$ cat src/design/x86d_pkg.sv
`timescale 1ns / 1ps
// ----------------------------------------------------------------------------
// x86d_pkg
// Types and opcode-pattern decode for the 16-bit x86 instruction decoder.
// ----------------------------------------------------------------------------
package x86d_pkg;

	localparam logic [2:0] FMT_REG_OP   = 3'd0;
	localparam logic [2:0] FMT_SHORT_JMP = 3'd1;
	localparam logic [2:0] FMT_IMM_REG  = 3'd2;
	localparam logic [2:0] FMT_ACC      = 3'd3;
	localparam logic [2:0] FMT_RM_REG   = 3'd4;
	localparam logic [2:0] FMT_IMM_RM   = 3'd5;
	localparam logic [2:0] FMT_UNSUP    = 3'd6;

	localparam logic [1:0] ST_OK      = 2'd0;
	localparam logic [1:0] ST_UNKNOWN = 2'd1;
	localparam logic [1:0] ST_UNSUP   = 2'd2;

	localparam logic [5:0] MN_XCHG  = 6'd0;
	localparam logic [5:0] MN_INC   = 6'd1;
	localparam logic [5:0] MN_DEC   = 6'd2;
	localparam logic [5:0] MN_IN    = 6'd3;
	localparam logic [5:0] MN_OUT   = 6'd4;
	localparam logic [5:0] MN_JE    = 6'd5;
	localparam logic [5:0] MN_JL    = 6'd6;
	localparam logic [5:0] MN_JLE   = 6'd7;
	localparam logic [5:0] MN_JB    = 6'd8;
	localparam logic [5:0] MN_JBE   = 6'd9;
	localparam logic [5:0] MN_JP    = 6'd10;
	localparam logic [5:0] MN_JO    = 6'd11;
	localparam logic [5:0] MN_JS    = 6'd12;
	localparam logic [5:0] MN_JNZ   = 6'd13;
	localparam logic [5:0] MN_JNL   = 6'd14;
	localparam logic [5:0] MN_JG    = 6'd15;
	localparam logic [5:0] MN_JNB   = 6'd16;
	localparam logic [5:0] MN_JA    = 6'd17;
	localparam logic [5:0] MN_JNP   = 6'd18;
	localparam logic [5:0] MN_JNO   = 6'd19;
	localparam logic [5:0] MN_JNS   = 6'd20;
	localparam logic [5:0] MN_LOOP  = 6'd21;
	localparam logic [5:0] MN_LOOPZ = 6'd22;
	localparam logic [5:0] MN_LOOPNZ = 6'd23;
	localparam logic [5:0] MN_JCXZ  = 6'd24;
	localparam logic [5:0] MN_MOV   = 6'd25;
	localparam logic [5:0] MN_ADD   = 6'd26;
	localparam logic [5:0] MN_ADC   = 6'd27;
	localparam logic [5:0] MN_SUB   = 6'd28;
	localparam logic [5:0] MN_SBB   = 6'd29;
	localparam logic [5:0] MN_CMP   = 6'd30;
	localparam logic [5:0] MN_XOR   = 6'd31;
	localparam logic [5:0] MN_TEST  = 6'd32;
	localparam logic [5:0] MN_OR    = 6'd33;
	localparam logic [5:0] MN_AND   = 6'd34;
	localparam logic [5:0] MN_GROUP = 6'd63;

	typedef struct packed {
		logic       hit;
		logic [5:0] mn;
		logic [2:0] fmt;
	} op_class_t;

	typedef struct packed {
		logic [5:0]  mnemonic;
		logic [2:0]  format;
		logic        wide;
		logic        dir_or_sign;
		logic [1:0]  mode_bits;
		logic [2:0]  reg_bits;
		logic [2:0]  rm_bits;
		logic signed [15:0] displacement;
		logic signed [15:0] immediate;
		logic        is_mem_address;
		logic [2:0]  length;
		logic [1:0]  status;
	} dec_rec_t;

	function automatic op_class_t classify(input logic [7:0] b);
		op_class_t r;
		r = '{hit: 1'b1, mn: MN_XCHG, fmt: FMT_UNSUP};
		if (b[7:3] == 5'b10010) begin
			r.mn = MN_XCHG; r.fmt = FMT_REG_OP;
		end else if (b[7:3] == 5'b01000) begin
			r.mn = MN_INC; r.fmt = FMT_REG_OP;
		end else if (b[7:3] == 5'b01001) begin
			r.mn = MN_DEC; r.fmt = FMT_REG_OP;
		end else if (b[7:1] == 7'b1110110) begin
			r.mn = MN_IN;
		end else if (b[7:1] == 7'b1110111) begin
			r.mn = MN_OUT;
		end else if (b[7:4] == 4'h7 || b[7:2] == 6'b111000) begin
			r.fmt = FMT_SHORT_JMP;
			case (b)
				8'h74: r.mn = MN_JE;
				8'h7C: r.mn = MN_JL;
				8'h7E: r.mn = MN_JLE;
				8'h72: r.mn = MN_JB;
				8'h76: r.mn = MN_JBE;
				8'h7A: r.mn = MN_JP;
				8'h70: r.mn = MN_JO;
				8'h78: r.mn = MN_JS;
				8'h75: r.mn = MN_JNZ;
				8'h7D: r.mn = MN_JNL;
				8'h7F: r.mn = MN_JG;
				8'h73: r.mn = MN_JNB;
				8'h77: r.mn = MN_JA;
				8'h7B: r.mn = MN_JNP;
				8'h71: r.mn = MN_JNO;
				8'h79: r.mn = MN_JNS;
				8'hE2: r.mn = MN_LOOP;
				8'hE1: r.mn = MN_LOOPZ;
				8'hE0: r.mn = MN_LOOPNZ;
				8'hE3: r.mn = MN_JCXZ;
				default: r.mn = MN_XCHG;
			endcase
		end else if (b[7:1] == 7'b1110010) begin
			r.mn = MN_IN;
		end else if (b[7:1] == 7'b1110011) begin
			r.mn = MN_OUT;
		end else if (b[7:1] == 7'b1010000 || b[7:1] == 7'b1010001) begin
			r.mn = MN_MOV; r.fmt = FMT_ACC;
		end else if (b[7:1] == 7'b0000010) begin
			r.mn = MN_ADD; r.fmt = FMT_ACC;
		end else if (b[7:1] == 7'b0001010) begin
			r.mn = MN_ADC; r.fmt = FMT_ACC;
		end else if (b[7:1] == 7'b0010110) begin
			r.mn = MN_SUB; r.fmt = FMT_ACC;
		end else if (b[7:1] == 7'b0001110) begin
			r.mn = MN_SBB; r.fmt = FMT_ACC;
		end else if (b[7:1] == 7'b0011110) begin
			r.mn = MN_CMP; r.fmt = FMT_ACC;
		end else if (b[7:4] == 4'hB) begin
			r.mn = MN_MOV; r.fmt = FMT_IMM_REG;
		end else if (b[7:2] == 6'b100010) begin
			r.mn = MN_MOV; r.fmt = FMT_RM_REG;
		end else if (b[7:1] == 7'b1000011) begin
			r.mn = MN_XCHG; r.fmt = FMT_RM_REG;
		end else if (b[7:2] == 6'b000000) begin
			r.mn = MN_ADD; r.fmt = FMT_RM_REG;
		end else if (b[7:2] == 6'b001010) begin
			r.mn = MN_SUB; r.fmt = FMT_RM_REG;
		end else if (b[7:2] == 6'b001110) begin
			r.mn = MN_CMP; r.fmt = FMT_RM_REG;
		end else if (b[7:1] == 7'b0011010) begin
			r.mn = MN_XOR;
		end else if (b[7:1] == 7'b1100011) begin
			r.mn = MN_MOV; r.fmt = FMT_IMM_RM;
		end else if (b[7:1] == 7'b1111011) begin
			r.mn = MN_TEST; r.fmt = FMT_IMM_RM;
		end else if (b[7:2] == 6'b100000) begin
			r.mn = MN_GROUP; r.fmt = FMT_IMM_RM;
		end else begin
			r.hit = 1'b0;
		end
		return r;
	endfunction

	function automatic logic [5:0] group_mn(input logic [2:0] sub);
		logic [5:0] m;
		case (sub)
			3'd0: m = MN_ADD;
			3'd1: m = MN_OR;
			3'd2: m = MN_ADC;
			3'd3: m = MN_SBB;
			3'd4: m = MN_AND;
			3'd5: m = MN_SUB;
			3'd6: m = MN_XOR;
			default: m = MN_CMP;
		endcase
		return m;
	endfunction

	function automatic logic [15:0] sx8(input logic [7:0] b);
		return {{8{b[7]}}, b};
	endfunction

endpackage

$ cat src/design/x86d_stream_if.sv
`timescale 1ns / 1ps
// ----------------------------------------------------------------------------
// x86d_stream_if
// Valid/ready channel with a generic payload.
// ----------------------------------------------------------------------------
interface x86d_stream_if #(
	parameter type payload_t = logic [7:0]
);
	logic     valid;
	logic     ready;
	payload_t data;

	modport source (output valid, output data, input ready);
	modport sink (input valid, input data, output ready);
endinterface

$ cat src/design/x86_16bit_instruction_decoder.sv
`timescale 1ns / 1ps
// ----------------------------------------------------------------------------
// x86_16bit_instruction_decoder
// Byte-stream decoder for a subset of 16-bit x86 machine code.
// ----------------------------------------------------------------------------
// One code byte is taken per cycle while in_ch.ready is high. Bytes collect
// in a six-entry buffer; the byte that completes an instruction produces one
// record, registered in an output register, and the next byte may be taken
// as long as the output register is free or being drained. Decode of the
// first byte, the mod/rm byte and the length is combinational, from the
// buffer plus the incoming byte. After an unknown or unsupported opcode the
// error record is delivered and all later bytes are dropped until reset.
// Jump targets are start + 2 + offset modulo 2^ADDR_BITS, cut to 16 bits.
module x86_16bit_instruction_decoder #(
	parameter int ADDR_BITS = 16
) (
	input  logic clk,
	input  logic arst_n,
	x86d_stream_if.sink   in_ch,
	x86d_stream_if.source out_ch
);

	logic [7:0]           buf_q [6];
	logic [2:0]           held_q;
	logic [ADDR_BITS-1:0] pos_q;
	logic                 halted_q;
	logic                 ovalid_q;
	x86d_pkg::dec_rec_t   rec_q;

	logic [7:0] nb [6];
	logic [2:0] nheld;
	logic [2:0] widx;
	x86d_pkg::op_class_t cls;
	x86d_pkg::dec_rec_t  rec;
	logic       emit, is_err;
	logic [2:0] need, dsz, dat;
	logic [ADDR_BITS-1:0] tgt;
	logic       acc;

	assign in_ch.ready = halted_q || !ovalid_q || out_ch.ready;
	assign acc = in_ch.valid && in_ch.ready && !halted_q;
	assign widx = (held_q >= 3'd6) ? 3'd0 : held_q;
	assign nheld = widx + 3'd1;

	always_comb begin
		for (int i = 0; i < 6; i++) begin
			nb[i] = (3'(i) == widx) ? in_ch.data : buf_q[i];
		end
	end

	always_comb begin
		cls = x86d_pkg::classify(nb[0]);
		rec = '0;
		emit = 1'b0;
		is_err = 1'b0;
		need = 3'd1;
		dsz = 3'd0;
		dat = 3'd0;
		tgt = pos_q + ADDR_BITS'(2) + {{(ADDR_BITS-8){nb[1][7]}}, nb[1]};
		rec.mnemonic = cls.mn;
		rec.format = cls.fmt;
		rec.wide = nb[0][0];
		if (!cls.hit) begin
			rec = '0;
			rec.length = 3'd1;
			rec.status = x86d_pkg::ST_UNKNOWN;
			emit = 1'b1;
			is_err = 1'b1;
		end else if (cls.fmt == x86d_pkg::FMT_UNSUP) begin
			rec = '0;
			rec.mnemonic = cls.mn;
			rec.length = 3'd1;
			rec.status = x86d_pkg::ST_UNSUP;
			emit = 1'b1;
			is_err = 1'b1;
		end else begin
			case (cls.fmt)
				x86d_pkg::FMT_REG_OP: begin
					need = 3'd1;
					rec.wide = 1'b1;
					rec.reg_bits = nb[0][2:0];
				end
				x86d_pkg::FMT_SHORT_JMP: begin
					need = 3'd2;
					rec.wide = 1'b0;
					rec.immediate = 16'(tgt);
				end
				x86d_pkg::FMT_IMM_REG: begin
					rec.wide = nb[0][3];
					need = nb[0][3] ? 3'd3 : 3'd2;
					rec.reg_bits = nb[0][2:0];
					rec.immediate = nb[0][3] ? {nb[2], nb[1]} : x86d_pkg::sx8(nb[1]);
				end
				x86d_pkg::FMT_ACC: begin
					rec.is_mem_address = (nb[0][7:2] == 6'b101000);
					need = (rec.is_mem_address || nb[0][0]) ? 3'd3 : 3'd2;
					rec.dir_or_sign = ~nb[0][1];
					rec.immediate = (need == 3'd3) ? {nb[2], nb[1]}
						: x86d_pkg::sx8(nb[1]);
				end
				default: begin
					rec.mode_bits = nb[1][7:6];
					rec.reg_bits = nb[1][5:3];
					rec.rm_bits = nb[1][2:0];
					rec.dir_or_sign = nb[0][1];
					if (nb[1][7:6] == 2'd1) begin
						dsz = 3'd1;
					end else if (nb[1][7:6] == 2'd2 ||
							(nb[1][7:6] == 2'd0 && nb[1][2:0] == 3'd6)) begin
						dsz = 3'd2;
					end
					if (dsz == 3'd1) begin
						rec.displacement = x86d_pkg::sx8(nb[2]);
					end else if (dsz == 3'd2) begin
						rec.displacement = {nb[3], nb[2]};
					end
					if (cls.fmt == x86d_pkg::FMT_RM_REG) begin
						need = 3'd2 + dsz;
					end else begin
						if (cls.mn == x86d_pkg::MN_MOV || cls.mn == x86d_pkg::MN_TEST) begin
							dat = 3'd1 + {2'd0, nb[0][0]};
						end else begin
							dat = 3'd1 + {2'd0, nb[0][0] & ~nb[0][1]};
						end
						need = 3'd2 + dsz + dat;
						case (dsz)
							3'd0: rec.immediate = (dat == 3'd2) ? {nb[3], nb[2]}
								: x86d_pkg::sx8(nb[2]);
							3'd1: rec.immediate = (dat == 3'd2) ? {nb[4], nb[3]}
								: x86d_pkg::sx8(nb[3]);
							default: rec.immediate = (dat == 3'd2) ? {nb[5], nb[4]}
								: x86d_pkg::sx8(nb[4]);
						endcase
						if (cls.mn == x86d_pkg::MN_GROUP) begin
							rec.mnemonic = x86d_pkg::group_mn(nb[1][5:3]);
						end
					end
				end
			endcase
			rec.length = need;
			emit = (nheld >= need) &&
				!(cls.fmt >= x86d_pkg::FMT_RM_REG && nheld < 3'd2);
		end
	end

	always_ff @(posedge clk) begin
		if (acc) begin
			buf_q[widx] <= in_ch.data;
		end
		if (acc && emit) begin
			rec_q <= rec;
		end
	end

	always_ff @(posedge clk or negedge arst_n) begin
		if (!arst_n) begin
			held_q <= '0;
			pos_q <= '0;
			halted_q <= 1'b0;
			ovalid_q <= 1'b0;
		end else begin
			if (out_ch.ready) begin
				ovalid_q <= 1'b0;
			end
			if (acc) begin
				if (emit) begin
					held_q <= '0;
					ovalid_q <= 1'b1;
					if (is_err) begin
						halted_q <= 1'b1;
					end else begin
						pos_q <= pos_q + ADDR_BITS'(need);
					end
				end else begin
					held_q <= nheld;
				end
			end
		end
	end

	assign out_ch.valid = ovalid_q;
	assign out_ch.data = rec_q;

endmodule
$ cat src/flat_wrapper.sv
// flat-port wrapper written by rule: the top's interface ports become plain ports
module x86_16bit_instruction_decoder_flat 
#(
	parameter int ADDR_BITS = 16
)
  (clk, arst_n, in_ch_valid, in_ch_data, in_ch_ready, out_ch_valid, out_ch_data, out_ch_ready);
  x86d_stream_if in_ch_i ();
  x86d_stream_if out_ch_i ();
  input  logic clk;
  input  logic arst_n;
  input wire logic [$bits(in_ch_i.valid)-1:0] in_ch_valid;
  input wire logic [$bits(in_ch_i.data)-1:0] in_ch_data;
  output wire logic [$bits(in_ch_i.ready)-1:0] in_ch_ready;
  output wire logic [$bits(out_ch_i.valid)-1:0] out_ch_valid;
  output wire logic [$bits(out_ch_i.data)-1:0] out_ch_data;
  input wire logic [$bits(out_ch_i.ready)-1:0] out_ch_ready;
  assign in_ch_i.valid = in_ch_valid;
  assign in_ch_i.data = in_ch_data;
  assign in_ch_ready = in_ch_i.ready;
  assign out_ch_valid = out_ch_i.valid;
  assign out_ch_data = out_ch_i.data;
  assign out_ch_i.ready = out_ch_ready;
  x86_16bit_instruction_decoder #(.ADDR_BITS(ADDR_BITS)) u_core (.clk(clk), .arst_n(arst_n), .in_ch(in_ch_i), .out_ch(out_ch_i));
endmodule
$ cat config.mk
export PLATFORM = sky130hd
export DESIGN_NAME = x86_16bit_instruction_decoder_flat
export DESIGN_NICKNAME = d
export VERILOG_FILES = /design/src/design/x86d_pkg.sv /design/src/design/x86d_stream_if.sv /design/src/design/x86_16bit_instruction_decoder.sv /design/src/flat_wrapper.sv
export SDC_FILE = /design/constraint.sdc
export NUM_CORES = 1
export LEC_CHECK = 0
export ABC_AREA = 1
export BUFFER_PORTS_ARGS = -buffer_cell sky130_fd_sc_hd__buf_2
export CORE_ASPECT_RATIO = 1.4
export CORE_MARGIN = 3
export CORE_UTILIZATION = 30
export CTS_CLUSTER_DIAMETER = 80
export DETAILED_ROUTE_END_ITERATION = 16
export GPL_ROUTABILITY_DRIVEN = 0
export GPL_TIMING_DRIVEN = 0
export PLACE_DENSITY_LB_ADDON = 0.15
export SYNTH_ARGS = -nofsm -noshare
export SYNTH_HDL_FRONTEND = slang
export SYNTH_SLANG_ARGS = --single-unit
$ cat constraint.sdc
create_clock -name clk -period 6.2 [get_ports clk]
set_clock_uncertainty 0.2 [all_clocks]
set_input_delay 1.24 -clock clk [delete_from_list [all_inputs] [get_ports clk]]
set_output_delay 1.24 -clock clk [all_outputs]
set_load 0.02 [all_outputs]
After elaboration in Yosys (flattened, before gate mapping). Memories as Yosys holds them, arrays and structs flattened. Index checks and enable logic that the tools add are counted.

Add/subtract/negate cells: 8. Magnitude comparators: 4. Eq/ne operators: 61. Muxes and demuxes: 92. Bitwise gates (word level): 5. Reductions and logical operators: 26.

Operators with widths (number): $mux 9 (19); $eq 8x7->1 const B (16); $pmux 5 s20 (1); $eq 7x7->1 const B (9); $mux 3 (21); $mux 1 (35); $eq 8x8->1 const B (4); $eq 6x6->1 const B (5); $mux 6 (5); $eq 7x5->1 const B (3); $add 16x3->16 (1); $mux 8 (2); $eq 7x4->1 const B (2); $eq 6x4->1 const B (2); $mux 2 (6); $pmux 3 s4 (1); $eq 5x4->1 const B (2); $eq 3x3->1 const B (3); $logic_not 3->1 (3); $pmux 2 s4 (1); $eq 7x2->1 const B (1); $logic_or 1x1->1 (7); $eq 2x3->1 const A (2); $eq 3x1->1 const B (2); other kinds (29) (43).

Bits in registers: 29. RAM bits: 48. Output and inout bits: 10. Logic and storage cells: 205. Memories kept: 1.

Memories: u_core.buf_q (words 6, bits a word 8, read ports 5, clocked after Yosys merged registers in 0, write ports 1, line x86_16bit_instruction_decoder.sv:23) `logic [7:0] buf_q [6];`.

Logic depth before layout (Yosys ltp).
Word-level depth: 47. Depth in mapped cells: 37. Gate-level depth less buffers: 36.

Worst setup path after synthesis. Ideal clock, no wire load.

Path type: input-to-reg. From: in in_ch_data[2]. To: reg u_core.rec_q, in the netlist u_core.out_ch.data[0] (enable). Arrival time: 4354 ps. Required time: 5652 ps. Setup slack: 1297 ps. Cell stages on the path: 27. Buffers on the path: 0. Cells stage by stage: nand3_1 -> nand2_1 -> nor2_2 -> nand2_1 -> nor2_1 -> nor2_2 -> nor3_1 -> nand2_1 -> nand2_1 -> nor2_1 -> nand2_1 -> nand2_1 -> nand3_1 -> nand2_1 -> inv_1 -> ha_1 -> inv_1 -> fa_1 -> nand2_1 -> o21ai_1 -> nand2_2 -> nand2_2 -> ha_1 -> nand2_1 -> o211ai_1 -> nand2_1 -> a21oi_2.

Longest elaborated chain between the ends: 43. Elaborated cells on any way between the ends: 138. Those cells by class: add/sub: 2; order compare: 2; eq/ne: 49; mux: 73; reduce/logical: 12.

RTL lines: start, declared (line flat_wrapper.sv:12) `input wire logic [$bits(in_ch_i.data)-1:0] in_ch_data;`; $mux 8 (line x86_16bit_instruction_decoder.sv:47) `nb[i] = (3'(i) == widx) ? in_ch.data : buf_q[i];`; $eq 6x6->1 (line x86d_pkg.sv:150) `end else if (b[7:2] == 6'b100000) begin`; $mux 9 (line x86d_pkg.sv:150); $mux 9 (line x86d_pkg.sv:148) `end else if (b[7:1] == 7'b1111011) begin`; $mux 9 (line x86d_pkg.sv:146) `end else if (b[7:1] == 7'b1100011) begin`; $mux 6 (line x86d_pkg.sv:144) `end else if (b[7:1] == 7'b0011010) begin`; $mux 9 (line x86d_pkg.sv:142) `end else if (b[7:2] == 6'b001110) begin`; $mux 9 (line x86d_pkg.sv:140) `end else if (b[7:2] == 6'b001010) begin`; (+27 left out); $pmux 3 s4 (line x86_16bit_instruction_decoder.sv:77) `case (cls.fmt)`; $mux 3 (line x86_16bit_instruction_decoder.sv:69) `end else if (cls.fmt == x86d_pkg::FMT_UNSUP) begin`; $mux 3 (line x86_16bit_instruction_decoder.sv:63) `if (!cls.hit) begin`; $ge 3x3->1 (line x86_16bit_instruction_decoder.sv:141) `emit = (nheld >= need) &&`; $logic_and 1x1->1 (line x86_16bit_instruction_decoder.sv:141); $mux 1 (line x86_16bit_instruction_decoder.sv:69); $mux 1 * (line x86_16bit_instruction_decoder.sv:63); $logic_and 1x1->1 * (line x86_16bit_instruction_decoder.sv:150) `if (acc && emit) begin`; end signal, assigned (line x86_16bit_instruction_decoder.sv:151) `rec_q <= rec;`; end, declared (line x86_16bit_instruction_decoder.sv:28) `x86d_pkg::dec_rec_t rec_q;`.

Mark *: on every way between the ends. The rest lies on a longest branch, timed or not. The select of a mux whose other input is x is not followed. A chain may end at the register's enable or synchronous reset.

Worst setup path after layout.
From: in in_ch_data[2]. To: reg u_core.rec_q, in the netlist u_core.out_ch.data[2] (enable).

Same word-level chain as after synthesis.

==> impl_metrics.toml <==
[sta]
worst_slew_pin_slew_ns = 0.679
slew_violations = 0
finalSetupTns_ns = 0
rsz0062_at_grt = "false"
fin_crit_ns = 5.49
setup_viol_count_final = 0
finalHoldViolCount = 0
timing.final.crit_share_pct = 88.5
fmax_mhz = 182
slew_headroom_pct = 54.6

[synthesis]
ys_seq_area_share_pct = 34.5
synthXorXnorAreaFrac_pct = 0.614
yosysWarnings = 0
syn_area_um2 = 2850
synth_seq_cells = 34
synth-compound-area-share_pct = 7.76
syn_avg_cell_area_um2 = 6.96
synth_cell_types = 37
synth_fa_ha_area_share_pct = 3.77
synthMuxAreaShare_pct = 0.351
synth_top_family_by_area = "simple AND/OR/NAND/NOR gates"
syn-instance-count = 410
synth-simple-area-share_pct = 43.9
syn_nets = 430

[worst_setup_path]
start_kind = "input port"
cp_slowest_cell = "a21oi_2"
end_kind = "flip-flop"
path_buf_inv = 5
required_ns = 5.92
critical_path_arrival_ns = 5.20
cp_top_family = "simple AND/OR/NAND/NOR gates"
cp_max_fo = 9
critical_path_class = "input port to flip-flop"
crit_path_frequent_cell = "nand2_1"
critPathMaxStageDelay_ns = 0.47

[detailed_routing]
drc_errors = 0
vias_per_cell = 4.92
routed-via-count = 2685
wl_per_cell_um = 14.3
firstDrtPassIters = 4
routed_wirelength_mm = 7.82
first_iter_violations = 115
postRouteAntennaNets = 0

[global_routing]
grt_max_degree = 11
grt.overflow.total = 0
grt_first_pass_wirelength_mm = 13.0
grt_use_total_pct = 15.8
grt_pass1_vias = 2728
antenna_found_initial = 0

[floorplanning]
dieArea_um2 = 10700
placementRows = 41
coreArea_um2 = 9130
start_util_pct = 31.3
die_h_um = 121
io_pins = 22
die_w_um = 88.4

[clocking]
cts_buffers = 5
cts.reportedPaths.clkPinSlew_ns = 0.05
h-tree-depth = 2
insertion_delay_ns = 0.28
cts_setup_buffers = 0
root_buffer = "clkbuf_16"
cts_hold_buf = 0
clock-sinks = 34
cts_buffer_depth = 2
cts_tree = "built"
cts_resized = 0

[finish]
nFillCells = 1012
diodes = 0
final_cell_mix = "110 x nand2_1, 53 x nor2_1, 51 x inv_1, 36 x nand3_1, 27 x edfxtp_1"
drive_gt1_share_pct = 18.9
stdcell_count = 546
fin_nets = 458
layout_commonest_cell = "nand2_1"
syn_to_final_growth_pct = 13.2

[min_path]
hold_path.class = "flip-flop to flip-flop"

[place]
place_hpwl_mm = 6.31
io_buffers = 21
placedCellCount = 538

[power_and_ir_drop]
p_leak_nw = 1.60
ir_worst_vdd_mv = 0.113
finalPower_mw = 0.575
power_density_nw_per_um2 = 178

[outcome]
status = "completed"

[flow_run]
cap_violations = 0
## sequential cells by signal (all words and copies together), names as in the netlist
name / flops
u_core.buf_q: 19
u_core.halted_q: 1
u_core.held_q: 3
u_core.out_ch.data: 8
u_core.out_ch.valid: 1
u_core.pos_q: 2
## Yosys cell counts, drive strengths merged
| cell | count | area share, % |
|---|---|---|
| nand2 | 129 | 19 |
| o22ai | 2 | 0.44 |
| o21ai | 15 | 2.8 |
| o21a | 1 | 0.26 |
| edfxtp | 27 | 28 |
| nand3 | 42 | 8.7 |
| o2111ai | 1 | 0.31 |
| dfrtp | 7 | 6.1 |
| a21oi | 11 | 2.1 |
| a22oi | 2 | 0.53 |
| mux2i | 1 | 0.35 |
| xor2 | 1 | 0.31 |
| a21boi | 1 | 0.26 |
| xnor2 | 1 | 0.31 |
| inv | 61 | 8.0 |
| fa | 1 | 0.70 |
| nand4 | 7 | 1.5 |
| nor2 | 68 | 11 |
| or2 | 3 | 0.66 |
| ha | 7 | 3.1 |
| nor3 | 10 | 1.8 |
| o221ai | 2 | 0.61 |
| nand3b | 5 | 1.3 |
| buf | 3 | 1.1 |
| o211ai | 2 | 0.53 |
## cells by family (layout without fill, tap and decap cells)
logic type      count (synthesis)  in the layout
mux                             1              1
compound gates                 37             37
fa+ha+maj                       8              8
buf+inv                        64             93
xor+xnor                        2              2
simple gates                  264            264
flops                          34             34
## worst paths after layout
check	from	endpoint	slack [ns]	depth (start not counted)
max	in_ch_data[2]	u_core.out_ch.data[2]	0.71	28
min	u_core.halted_q	u_core.halted_q	0.28	2
max reg2reg	u_core.held_q[0]	u_core.out_ch.data[2]	0.88	27
min reg2reg	u_core.halted_q	u_core.halted_q	0.28	2
max in group asynchronous	arst_n	u_core.held_q[0]	5.06	1
min in group asynchronous	arst_n	u_core.pos_q[1]	0.58	1
## worst min-delay path: cells and delay by family (launching register included)
family,cells,cell delay (ns)
flip-flops,1,0.32
AO/OA/AOI/OAI,1,0.07
buffers and inverters,1,0.05
## area by class of cell
| class | instances | area, um2 | share of cell area [%] |
|---|---|---|---|
| Buffer | 3 | 30.0 | 0.930 |
| Tap cell | 107 | 134 | 4.14 |
| Timing Repair Buffer | 21 | 105 | 3.25 |
| Multi-Input combinational cell | 312 | 1610 | 49.8 |
| Sequential cell | 34 | 986 | 30.5 |
| Clock buffer | 6 | 129 | 3.99 |
| Inverter | 61 | 229 | 7.09 |
| Clock inverter | 2 | 8.76 | 0.271 |
## power by group
part | internal (mW) | switching, mW
Clock | 0.147 | 0.0890
Combinational | 0.0282 | 0.0636
Sequential | 0.248 | 0.00000000000000000648
## metal layers
metal	vias to the layer above	track usage (%)	share of wire (%)
li1	1391	-	-
met1	1237	17.8	41
met2	43	28.3	54
met3	14	2.17	1.8
met4	0	7.66	2.8
met5	-	0	0
## stage by stage
| stage | worst slack, ns | utilization (%) | hold slack (ns) | cell area [um2] |
|---|---|---|---|---|
| after CTS | 0.720 | 35.4 | 0.285 | 3230 |
| final | 0.715 | 35.4 | 0.280 | 3230 |
| after detailed placement | 0.423 | 33.9 | 0.270 | 3090 |
| after global placement | 0.450 | 33.9 | 0.260 | 3090 |
| after floorplan | 1.30 | - | 0.239 | 2850 |
| after global routing | 0.195 | 35.4 | 0.319 | 3230 |
(Power assumes the default switching activity.)
